File: src/rtl/core/assert_macros.svh
// Assertion macros used by the sequencer RTL.
// Checks compile only in simulation; synthesis sees empty bodies.
`ifndef ASSERT_MACROS_SVH
`define ASSERT_MACROS_SVH

`ifndef SYNTHESIS

// Property checked on every clock edge outside reset.
`define SPS_ASSERT(lbl, clk, rst_n, prop, msg) \
    lbl: assert property (@(posedge clk) disable iff (!rst_n) prop) else $error(msg);

// Property checked on every clock edge, reset included.
`define SPS_ASSERT_ALWAYS(lbl, clk, prop, msg) \
    lbl: assert property (@(posedge clk) prop) else $error(msg);

`else

`define SPS_ASSERT(lbl, clk, rst_n, prop, msg)
`define SPS_ASSERT_ALWAYS(lbl, clk, prop, msg)

`endif

`endif

File: src/rtl/core/sps_pkg.sv
`default_nettype none

package sps_pkg;

    // Phase table geometry
    localparam int PHASE_COUNT     = 8;
    localparam int PHASE_IDX_BITS  = $clog2(PHASE_COUNT);
    localparam int FWD_COUNT       = 5;
    localparam int ANGLE_BITS_DFLT = 16;
    localparam int TOL_BITS        = 12;
    localparam int GAIN_BITS       = 6;
    localparam int CFG_IDX_BITS    = 3;

    // Target slots: forward leg, then backward leg
    localparam int PH_FWD_MIN      = 0;
    localparam int PH_FWD_MIN_HALF = 1;
    localparam int PH_FWD_ZERO     = 2;
    localparam int PH_FWD_MAX_HALF = 3;
    localparam int PH_FWD_MAX      = 4;
    localparam int PH_BWD_MAX_HALF = 5;
    localparam int PH_BWD_ZERO     = 6;
    localparam int PH_BWD_MIN_HALF = 7;

    // Configuration register map
    typedef enum logic [CFG_IDX_BITS-1:0] {
        CFG_HIT_TOLERANCE = 3'd0,
        CFG_LEAD_GAIN     = 3'd1,
        CFG_HIP_UPPER     = 3'd2,
        CFG_HIP_LOWER     = 3'd3,
        CFG_KNEE_UPPER    = 3'd4,
        CFG_KNEE_LOWER    = 3'd5
    } t_cfg_reg;

    // Reset values, Q13 radians
    localparam logic [TOL_BITS-1:0]  HIT_TOL_RST    = 12'd246;
    localparam logic [GAIN_BITS-1:0] LEAD_GAIN_RST  = 6'd15;
    localparam int                   HIP_UPPER_RST  = 3932;
    localparam int                   HIP_LOWER_RST  = -12534;
    localparam int                   KNEE_UPPER_RST = 17203;
    localparam int                   KNEE_LOWER_RST = -737;
    localparam int                   SWING_MAX_RST  = 3604;
    localparam int                   SWING_MIN_RST  = -2785;

    // Fixed pose table per phase
    localparam logic signed [31:0] LEG_ROM [PHASE_COUNT] = '{
        32'sd16335, -32'sd819, -32'sd819, -32'sd472,
        32'sd8585, 32'sd14729, 32'sd15581, 32'sd15581
    };
    localparam logic signed [31:0] BODY_ROM [PHASE_COUNT] = '{
        -32'sd8282, -32'sd4088, -32'sd4047, -32'sd5259,
        -32'sd8167, -32'sd9994, -32'sd9069, -32'sd9249
    };

    // Match result handed from the comparator bank to the top level
    typedef struct packed {
        logic                      hit;
        logic [PHASE_IDX_BITS-1:0] index;
    } t_match;

    // When limits cross: hi if a > hi, else lo (upper tested first)
    function automatic logic signed [31:0] clamp_hi_lo(
        input logic signed [31:0] a,
        input logic signed [31:0] hi,
        input logic signed [31:0] lo
    );
        logic signed [31:0] res;
        res = a;
        if (a > hi) begin
            res = hi;
        end else if (a < lo) begin
            res = lo;
        end
        return res;
    endfunction

endpackage

`default_nettype wire

File: src/rtl/core/sps_phase_match.sv
`default_nettype none

// Window comparator bank over the phase targets, last hit wins.
module sps_phase_match #(
    parameter int ANGLE_BITS = sps_pkg::ANGLE_BITS_DFLT
) (
    input  wire logic signed [ANGLE_BITS-1:0]          i_pitch,
    input  wire logic signed [ANGLE_BITS+7:0]          i_lead,
    input  wire logic signed [ANGLE_BITS-1:0]          i_swing_min,
    input  wire logic signed [ANGLE_BITS-1:0]          i_swing_max,
    input  wire logic                                  i_forward,
    input  wire logic        [sps_pkg::TOL_BITS-1:0]   i_tol,
    output sps_pkg::t_match                            o_match
);

    localparam int DW = ANGLE_BITS + 9;

    logic signed [ANGLE_BITS-1:0] w_min_half;
    logic signed [ANGLE_BITS-1:0] w_max_half;
    logic signed [ANGLE_BITS-1:0] w_target [sps_pkg::PHASE_COUNT];
    logic        [sps_pkg::PHASE_COUNT-1:0] w_win;

    // Halving rounds toward minus infinity
    assign w_min_half = i_swing_min >>> 1;
    assign w_max_half = i_swing_max >>> 1;

    always_comb begin
        w_target[sps_pkg::PH_FWD_MIN]      = i_swing_min;
        w_target[sps_pkg::PH_FWD_MIN_HALF] = w_min_half;
        w_target[sps_pkg::PH_FWD_ZERO]     = '0;
        w_target[sps_pkg::PH_FWD_MAX_HALF] = w_max_half;
        w_target[sps_pkg::PH_FWD_MAX]      = i_swing_max;
        w_target[sps_pkg::PH_BWD_MAX_HALF] = w_max_half;
        w_target[sps_pkg::PH_BWD_ZERO]     = '0;
        w_target[sps_pkg::PH_BWD_MIN_HALF] = w_min_half;
    end

    // One strict window test per target: -tol < pitch - (target - lead) < tol
    always_comb begin
        logic signed [DW-1:0] v_diff;
        logic signed [DW-1:0] v_tol;
        logic                 v_en;
        v_tol = $signed(DW'(i_tol));
        for (int i = 0; i < sps_pkg::PHASE_COUNT; i++) begin
            v_en     = i_forward ? (i < sps_pkg::FWD_COUNT) : (i >= sps_pkg::FWD_COUNT);
            v_diff   = DW'(i_pitch) - DW'(w_target[i]) + DW'(i_lead);
            w_win[i] = v_en && (v_diff < v_tol) && (v_diff > -v_tol);
        end
    end

    // Highest matching index is taken
    always_comb begin
        o_match.hit   = |w_win;
        o_match.index = '0;
        for (int i = 0; i < sps_pkg::PHASE_COUNT; i++) begin
            if (w_win[i]) begin
                o_match.index = sps_pkg::PHASE_IDX_BITS'(i);
            end
        end
    end

endmodule

`default_nettype wire

File: src/rtl/core/swing_phase_setpoint_sequencer.sv
`default_nettype none

// Swing phase setpoint sequencer.
// Input channel (i_in_valid / o_in_ready) carries one sample per transfer: seat pitch
// and angular rate. Output channel (o_out_valid / i_out_ready) returns one result per
// sample: hit flag, phase index, direction and the latched leg/body setpoints.
// Configuration channel (i_cfg_valid / o_cfg_ready, always ready) writes one register
// per transfer; indices beyond the map are dropped. Write only while the block is idle.
// An accepted sample is registered in the input stage, then in the output stage.
// Throughput: one sample per cycle while the receiver takes results. The input stage
// computes direction, swing extremes and the velocity lead (one small multiply); the
// output stage runs the eight window comparators, the pose table lookup and the clamp.
// When the receiver stalls, the result is held and the input register fills; o_in_ready
// drops once both stages hold data, and returns the cycle the output is taken.
// Reset (synchronous, active low) empties both stages, restores the register defaults,
// sets direction forward, previous pitch zero, default swing extremes and zeroed
// setpoints. No clearing pass is needed.
module swing_phase_setpoint_sequencer #(
    parameter int ANGLE_BITS = sps_pkg::ANGLE_BITS_DFLT
) (
    input  wire logic                                   i_clk,
    input  wire logic                                   i_rst_n,
    // sample channel
    input  wire logic                                   i_in_valid,
    output      logic                                   o_in_ready,
    input  wire logic signed [ANGLE_BITS-1:0]           i_swing_pitch,
    input  wire logic signed [ANGLE_BITS-1:0]           i_swing_rate,
    // result channel
    output      logic                                   o_out_valid,
    input  wire logic                                   i_out_ready,
    output      logic                                   o_hit,
    output      logic [sps_pkg::PHASE_IDX_BITS-1:0]     o_phase_index,
    output      logic                                   o_forward,
    output      logic signed [ANGLE_BITS-1:0]           o_leg_setpoint,
    output      logic signed [ANGLE_BITS-1:0]           o_body_setpoint,
    // configuration channel
    input  wire logic                                   i_cfg_valid,
    output      logic                                   o_cfg_ready,
    input  wire logic [sps_pkg::CFG_IDX_BITS-1:0]       i_cfg_index,
    input  wire logic [ANGLE_BITS-1:0]                  i_cfg_data
);

`include "assert_macros.svh"

    localparam int LW = ANGLE_BITS + 8;

    // configuration registers
    logic        [sps_pkg::TOL_BITS-1:0]  r_hit_tol;
    logic        [sps_pkg::GAIN_BITS-1:0] r_lead_gain;
    logic signed [ANGLE_BITS-1:0]         r_hip_upper;
    logic signed [ANGLE_BITS-1:0]         r_hip_lower;
    logic signed [ANGLE_BITS-1:0]         r_knee_upper;
    logic signed [ANGLE_BITS-1:0]         r_knee_lower;

    // swing tracking state, follows the most recently accepted sample
    logic                                 r_dir;
    logic signed [ANGLE_BITS-1:0]         r_prev_pitch;
    logic signed [ANGLE_BITS-1:0]         r_swing_max;
    logic signed [ANGLE_BITS-1:0]         r_swing_min;

    // input stage
    logic                                 r_in_valid;
    logic signed [ANGLE_BITS-1:0]         r_pitch;
    logic signed [LW-1:0]                 r_lead;
    logic                                 r_fwd;

    // output stage
    logic                                 r_out_valid;
    logic                                 r_hit;
    logic [sps_pkg::PHASE_IDX_BITS-1:0]   r_phase_index;
    logic                                 r_out_fwd;
    logic signed [ANGLE_BITS-1:0]         r_leg;
    logic signed [ANGLE_BITS-1:0]         r_body;

    logic                                 w_in_xfer;
    logic                                 w_out_take;
    logic                                 w_in_adv;
    logic                                 n_fwd;
    logic signed [ANGLE_BITS-1:0]         n_swing_max;
    logic signed [ANGLE_BITS-1:0]         n_swing_min;
    logic signed [ANGLE_BITS:0]           n_vel;
    logic signed [LW-1:0]                 n_lead;
    logic signed [31:0]                   n_leg;
    logic signed [31:0]                   n_body;
    sps_pkg::t_match                      w_match;

    // handshake: output register frees the input stage, input stage frees the port
    assign w_out_take  = !r_out_valid || i_out_ready;
    assign w_in_adv    = r_in_valid && w_out_take;
    assign o_in_ready  = !r_in_valid || w_out_take;
    assign w_in_xfer   = i_in_valid && o_in_ready;
    assign o_cfg_ready = 1'b1;

    // configuration writes
    always_ff @(posedge i_clk) begin
        if (!i_rst_n) begin
            r_hit_tol    <= sps_pkg::HIT_TOL_RST;
            r_lead_gain  <= sps_pkg::LEAD_GAIN_RST;
            r_hip_upper  <= ANGLE_BITS'(sps_pkg::HIP_UPPER_RST);
            r_hip_lower  <= ANGLE_BITS'(sps_pkg::HIP_LOWER_RST);
            r_knee_upper <= ANGLE_BITS'(sps_pkg::KNEE_UPPER_RST);
            r_knee_lower <= ANGLE_BITS'(sps_pkg::KNEE_LOWER_RST);
        end else if (i_cfg_valid) begin
            case (sps_pkg::t_cfg_reg'(i_cfg_index))
                sps_pkg::CFG_HIT_TOLERANCE: begin
                    r_hit_tol <= i_cfg_data[sps_pkg::TOL_BITS-1:0];
                end
                sps_pkg::CFG_LEAD_GAIN: begin
                    r_lead_gain <= i_cfg_data[sps_pkg::GAIN_BITS-1:0];
                end
                sps_pkg::CFG_HIP_UPPER:  r_hip_upper  <= $signed(i_cfg_data);
                sps_pkg::CFG_HIP_LOWER:  r_hip_lower  <= $signed(i_cfg_data);
                sps_pkg::CFG_KNEE_UPPER: r_knee_upper <= $signed(i_cfg_data);
                sps_pkg::CFG_KNEE_LOWER: r_knee_lower <= $signed(i_cfg_data);
                default: ;
            endcase
        end
    end

    // direction, swing extremes and velocity lead of the incoming sample
    always_comb begin
        n_fwd       = i_swing_rate > 0;
        n_swing_min = (n_fwd && !r_dir) ? i_swing_pitch : r_swing_min;
        n_swing_max = (!n_fwd && r_dir) ? i_swing_pitch : r_swing_max;
        n_vel       = (ANGLE_BITS + 1)'(i_swing_pitch) - (ANGLE_BITS + 1)'(r_prev_pitch);
        n_lead      = LW'(n_vel * $signed({1'b0, r_lead_gain}));
    end

    always_ff @(posedge i_clk) begin
        if (!i_rst_n) begin
            r_dir        <= 1'b1;
            r_prev_pitch <= '0;
            r_swing_max  <= ANGLE_BITS'(sps_pkg::SWING_MAX_RST);
            r_swing_min  <= ANGLE_BITS'(sps_pkg::SWING_MIN_RST);
            r_in_valid   <= 1'b0;
        end else begin
            if (w_in_xfer) begin
                r_dir        <= n_fwd;
                r_prev_pitch <= i_swing_pitch;
                r_swing_max  <= n_swing_max;
                r_swing_min  <= n_swing_min;
                r_in_valid   <= 1'b1;
            end else if (w_in_adv) begin
                r_in_valid <= 1'b0;
            end
        end
    end

    // input stage payload
    always_ff @(posedge i_clk) begin
        if (w_in_xfer) begin
            r_pitch <= i_swing_pitch;
            r_lead  <= n_lead;
            r_fwd   <= n_fwd;
        end
    end

    // comparator bank; extremes in the state registers belong to the staged sample
    sps_phase_match #(
        .ANGLE_BITS (ANGLE_BITS)
    ) u_match (
        .i_pitch     (r_pitch),
        .i_lead      (r_lead),
        .i_swing_min (r_swing_min),
        .i_swing_max (r_swing_max),
        .i_forward   (r_fwd),
        .i_tol       (r_hit_tol),
        .o_match     (w_match)
    );

    // pose lookup and clamp
    always_comb begin
        n_leg  = sps_pkg::clamp_hi_lo(sps_pkg::LEG_ROM[w_match.index],
                                      32'(r_knee_upper), 32'(r_knee_lower));
        n_body = sps_pkg::clamp_hi_lo(sps_pkg::BODY_ROM[w_match.index],
                                      32'(r_hip_upper), 32'(r_hip_lower));
    end

    // output register; setpoints double as the latched command
    always_ff @(posedge i_clk) begin
        if (!i_rst_n) begin
            r_out_valid <= 1'b0;
            r_leg       <= '0;
            r_body      <= '0;
        end else begin
            if (w_out_take) begin
                r_out_valid <= r_in_valid;
            end
            if (w_in_adv && w_match.hit) begin
                r_leg  <= n_leg[ANGLE_BITS-1:0];
                r_body <= n_body[ANGLE_BITS-1:0];
            end
        end
    end

    always_ff @(posedge i_clk) begin
        if (w_in_adv) begin
            r_hit         <= w_match.hit;
            r_phase_index <= w_match.index;
            r_out_fwd     <= r_fwd;
        end
    end

    assign o_out_valid     = r_out_valid;
    assign o_hit           = r_hit;
    assign o_phase_index   = r_phase_index;
    assign o_forward       = r_out_fwd;
    assign o_leg_setpoint  = r_leg;
    assign o_body_setpoint = r_body;

    // checks
    `SPS_ASSERT(a_nohit_idx_zero, i_clk, i_rst_n, o_out_valid && !o_hit |-> o_phase_index == 0, "phase index set without a hit")
    `SPS_ASSERT(a_fwd_idx, i_clk, i_rst_n, o_out_valid && o_hit && o_forward |-> o_phase_index < sps_pkg::FWD_COUNT, "forward hit on a backward target")
    `SPS_ASSERT(a_bwd_idx, i_clk, i_rst_n, o_out_valid && o_hit && !o_forward |-> o_phase_index >= sps_pkg::FWD_COUNT, "backward hit on a forward target")
    `SPS_ASSERT(a_stall_full, i_clk, i_rst_n, !o_in_ready |-> r_in_valid && r_out_valid && !i_out_ready, "input blocked with room in the pipe")
    `SPS_ASSERT(a_nohit_keep, i_clk, i_rst_n, w_in_adv && !w_match.hit |=> $stable(r_leg) && $stable(r_body), "setpoints moved without a hit")

endmodule

`default_nettype wire

File: config.mk
export PLATFORM = sky130hd
export DESIGN_NAME = swing_phase_setpoint_sequencer
export DESIGN_NICKNAME = d
export VERILOG_FILES = /design/src/rtl/core/sps_pkg.sv /design/src/rtl/core/sps_phase_match.sv /design/src/rtl/core/swing_phase_setpoint_sequencer.sv
export VERILOG_INCLUDE_DIRS = /design/src /design/src/rtl/core
export SDC_FILE = /design/constraint.sdc
export NUM_CORES = 1
export LEC_CHECK = 0
export ABC_AREA = 1
export BUFFER_PORTS_ARGS = -buffer_cell sky130_fd_sc_hd__buf_2
export CORE_UTILIZATION = 57
export DETAILED_ROUTE_END_ITERATION = 6
export GPL_TIMING_DRIVEN = 0
export PLACE_DENSITY = 0.72
export SETUP_SLACK_MARGIN = 0.02
export SKIP_LAST_GASP = 1
export SLEW_MARGIN = 15
export SYNTH_ARGS = -nofsm -noshare
export SYNTH_HDL_FRONTEND = slang
export SYNTH_SLANG_ARGS = --single-unit
File: constraint.sdc
create_clock -name i_clk -period 22 [get_ports i_clk]
set_input_delay 4.4 -clock i_clk [delete_from_list [all_inputs] [get_ports i_clk]]
set_output_delay 4.4 -clock i_clk [all_outputs]
set_load 0.05 [all_outputs]
==> results_dict.tcl <==
set metrics [dict create \
    synth_top_area_share_pct 19.10 \
    synth_edf_count 46 \
    clock_skew_ns 0.02325 \
    r2r_setup_slack_ns 12.56 \
    hpwl_mm 73.14 \
    hold-path-endpoint "r_prev_pitch[7]$_SDFFE_PN0P_" \
    postCtsSetupBuffers 0 \
    cts_root_buffer "clkbuf_16" \
    ys_seq_area_share_pct 17.27 \
    crit_required_ns 22.28 \
    postRouteAntennaNets 0 \
    cts.sink_count 211 \
    ys_ff_latch 211 \
    htree_levels 1 \
    synthesis.area_mm2 0.02712 \
    drt_wl_total_mm 86.70 \
    antenna_found_initial 0 \
    synth.area.top_cells "ha_1, nand2_1, dfxtp_1" \
    cts_hold_repair.buffers 0 \
    cap_violations 0 \
    critPathMaxStageDelay_ns 0.52 \
    crit_top_cell "nand2_1" \
    finalCritPeriodShare_pct 50.65 \
    dieArea_mm2 0.04846 \
    syn_inst 3926 \
    diodes 0 \
    clkTransAtPathRegs_ns 0.07 \
    start_kind "input port" \
    clock_latency_ns 0.53 \
    clock_path_buffers 3 \
    drive_gt1_share_pct 5.346 \
    yosys-top-cells-count "nand2_1, inv_1, ha_1" \
    synth.distinct_cells 56 \
    synth_nets 4547 \
    die_w_um 220.1 \
    overflow 0 \
    r2r-start "r_pitch[15]$_DFFE_PP_" \
    start_util_pct 58.01 \
    syn_to_final_growth_pct 7.330 \
    grt_pass1_wl_mm 134.8 \
    vias 26042 \
    drt_iter0_drc 2027 \
    routabilityCongestion 1.022 \
    route.detailed.drc 0 \
    slowest_stage "fa_1" \
    synth.most_common_cell "nand2_1" \
    status "finished clean" \
    whs_path_depth 2 \
    finalNetCount 4666 \
    hold_path_class "reg -> reg" \
    r2r_cells 43 \
    post_cts_resized 0 \
    grt_pass1_vias 24637 \
    grt_max_degree 35 \
    die_h_um 220.1 \
    setup_tns_ns 0 \
    min_from "r_prev_pitch[7]$_SDFFE_PN0P_" \
    cp_max_fo 5 \
    synth_area_per_cell_um2 6.908 \
    crit_arrival_ns 11.43 \
    startpoint "i_swing_pitch[0]" \
    final-setup-viol-count 0 \
    hold_violations 0 \
    io_pins 96 \
    worst_pin_slew_ns 1.226 \
    async_flop_share_pct 0 \
    row_count 79 \
    rr_endpoint "o_body_setpoint[6]$_SDFFE_PN0P_" \
    cts_tree "done" \
    yosysWarnings 0 \
    synth_top_area_cell "ha_1" \
    cts_buffers 21 \
    synth_ff_type "dfxtp_1" \
    end_kind "register" \
    viasPerCell 5.581 \
    io_buffers 93 \
    dr.pass1.iters 6 \
    post-route-min-period_ns 11.14 \
    crit_type "in -> reg" \
    core_area_mm2 0.04675 \
    wl_per_cell_um 18.58 \
    rsz0062_at_grt "no" \
    fmax_mhz 89.74 \
    grt_usage_pct 36.16 \
    maxSlewHeadroom_pct 18.01 \
    slew_viol_final 0 \
]
[critical path, delay by kind of cell]
family                     cells  cell delay (ns)
AOI/OAI and AO/OA              7             1.03
xor gates and xnor gates       2             0.66
adders and majority gates      6             2.59
buffers and inverters          4             0.39
and+or+nand+nor               18             2.34
[cells by family after synthesis]
logic type               after synthesis  synth area share (%)
AND/OR/NAND/NOR                     1575                 24.37
buffers and inverters                822                 11.50
other                                  1               0.01383
AO/OA/AOI/OAI                        645                 13.14
flip-flops                           211                 17.27
adder cells (fa/ha/maj)              565                 30.24
XOR/XNOR                             107                 3.455
[sequential cells by signal (all words and copies together), names as in the netlist]
signal and cells:
o_body_setpoint 16, o_forward 1, o_hit 1, o_leg_setpoint 16
o_out_valid 1, o_phase_index 3, r_dir 1, r_fwd 1
r_hip_lower 16, r_hip_upper 16, r_hit_tol 12, r_in_valid 1
r_knee_lower 16, r_knee_upper 16, r_lead 24, r_lead_gain 6
r_pitch 16, r_prev_pitch 16, r_swing_max 16, r_swing_min 16
[final cells by class]
class	instances	area [µm²]
repair buffers	96	511.7
clock inverters	12	125.1
multi-input cells	2893	19350
well taps	607	759.5
plain buffers	68	290.3
fillers	4556	17640
inverters	754	2830
clock buffers	25	560.5
flip-flops and latches	211	4684
[how the worst max path moves through the flow]
stage	slack [ns]	to	cells past startpoint
6_report	10.86	r_lead[22]$_DFFE_PP_	37
5_1_grt	10.28	r_lead[22]$_DFFE_PP_	37
4_1_cts	10.90	r_lead[23]$_DFFE_PP_	40
3_5_place_dp	10.40	r_lead[23]$_DFFE_PP_	40
3_3_place_gp	10.44	r_lead[23]$_DFFE_PP_	40
2_1_floorplan	11.35	r_lead[23]$_DFFE_PP_	33
[layout by cell type, fill, tap and decap left out, types with 5 or more instances in the layout]
cell,Yosys,layout
clkbuf_1,53,54
nor3_1,36,36
buf_2,9,102
o21ai_1,19,19
dfxtp_1,165,165
or2_2,15,15
xnor2_1,27,27
xor2_1,80,79
and2_1,5,5
nand2_2,16,16
inv_1,744,743
o21ai_0,151,151
clkinv_1,3,5
o31ai_1,6,6
nor2_1,267,258
nand2_1,948,948
a21oi_2,9,9
inv_2,7,7
nand3b_1,22,22
nor2_2,6,15
o2111ai_1,5,5
o21a_1,10,10
nand3_1,185,185
a31oi_1,6,6
o211ai_1,48,48
fa_1,151,151
a21oi_1,353,353
nor4_1,16,16
nand4_1,48,48
o21bai_1,7,7
ha_1,414,414
edfxtp_1,46,46
a211oi_1,8,8
clkbuf_16,0,21
[per-stage QoR]
stage	instance area, µm²	std cells	utilization, %	hold WS [ns]	setup WS [ns]
global route	29110	4666	62.26	0.4777	10.28
CTS	29110	4666	62.26	0.4621	10.90
floorplan	27120	3926	-	0.4331	11.35
detailed placement	28420	4629	60.79	0.4509	10.40
finish	29110	4666	62.26	0.4582	10.86
global placement	28350	4626	60.63	0.4452	10.44
[metal layers]
| layer | vias up | track usage (%) | part of all wire (%) |
|---|---|---|---|
| met5 | - | 0 | 0 |
| met4 | 0 | 19.22 | 6.0 |
| met3 | 208 | 4.426 | 7.7 |
| met2 | 959 | 58.12 | 43 |
| met1 | 11965 | 47.53 | 43 |
| li1 | 12910 | - | - |
Power is left out: the tool's default activity adds up to more than one toggle a clock period on the data nets, which glitch-free logic cannot reach.
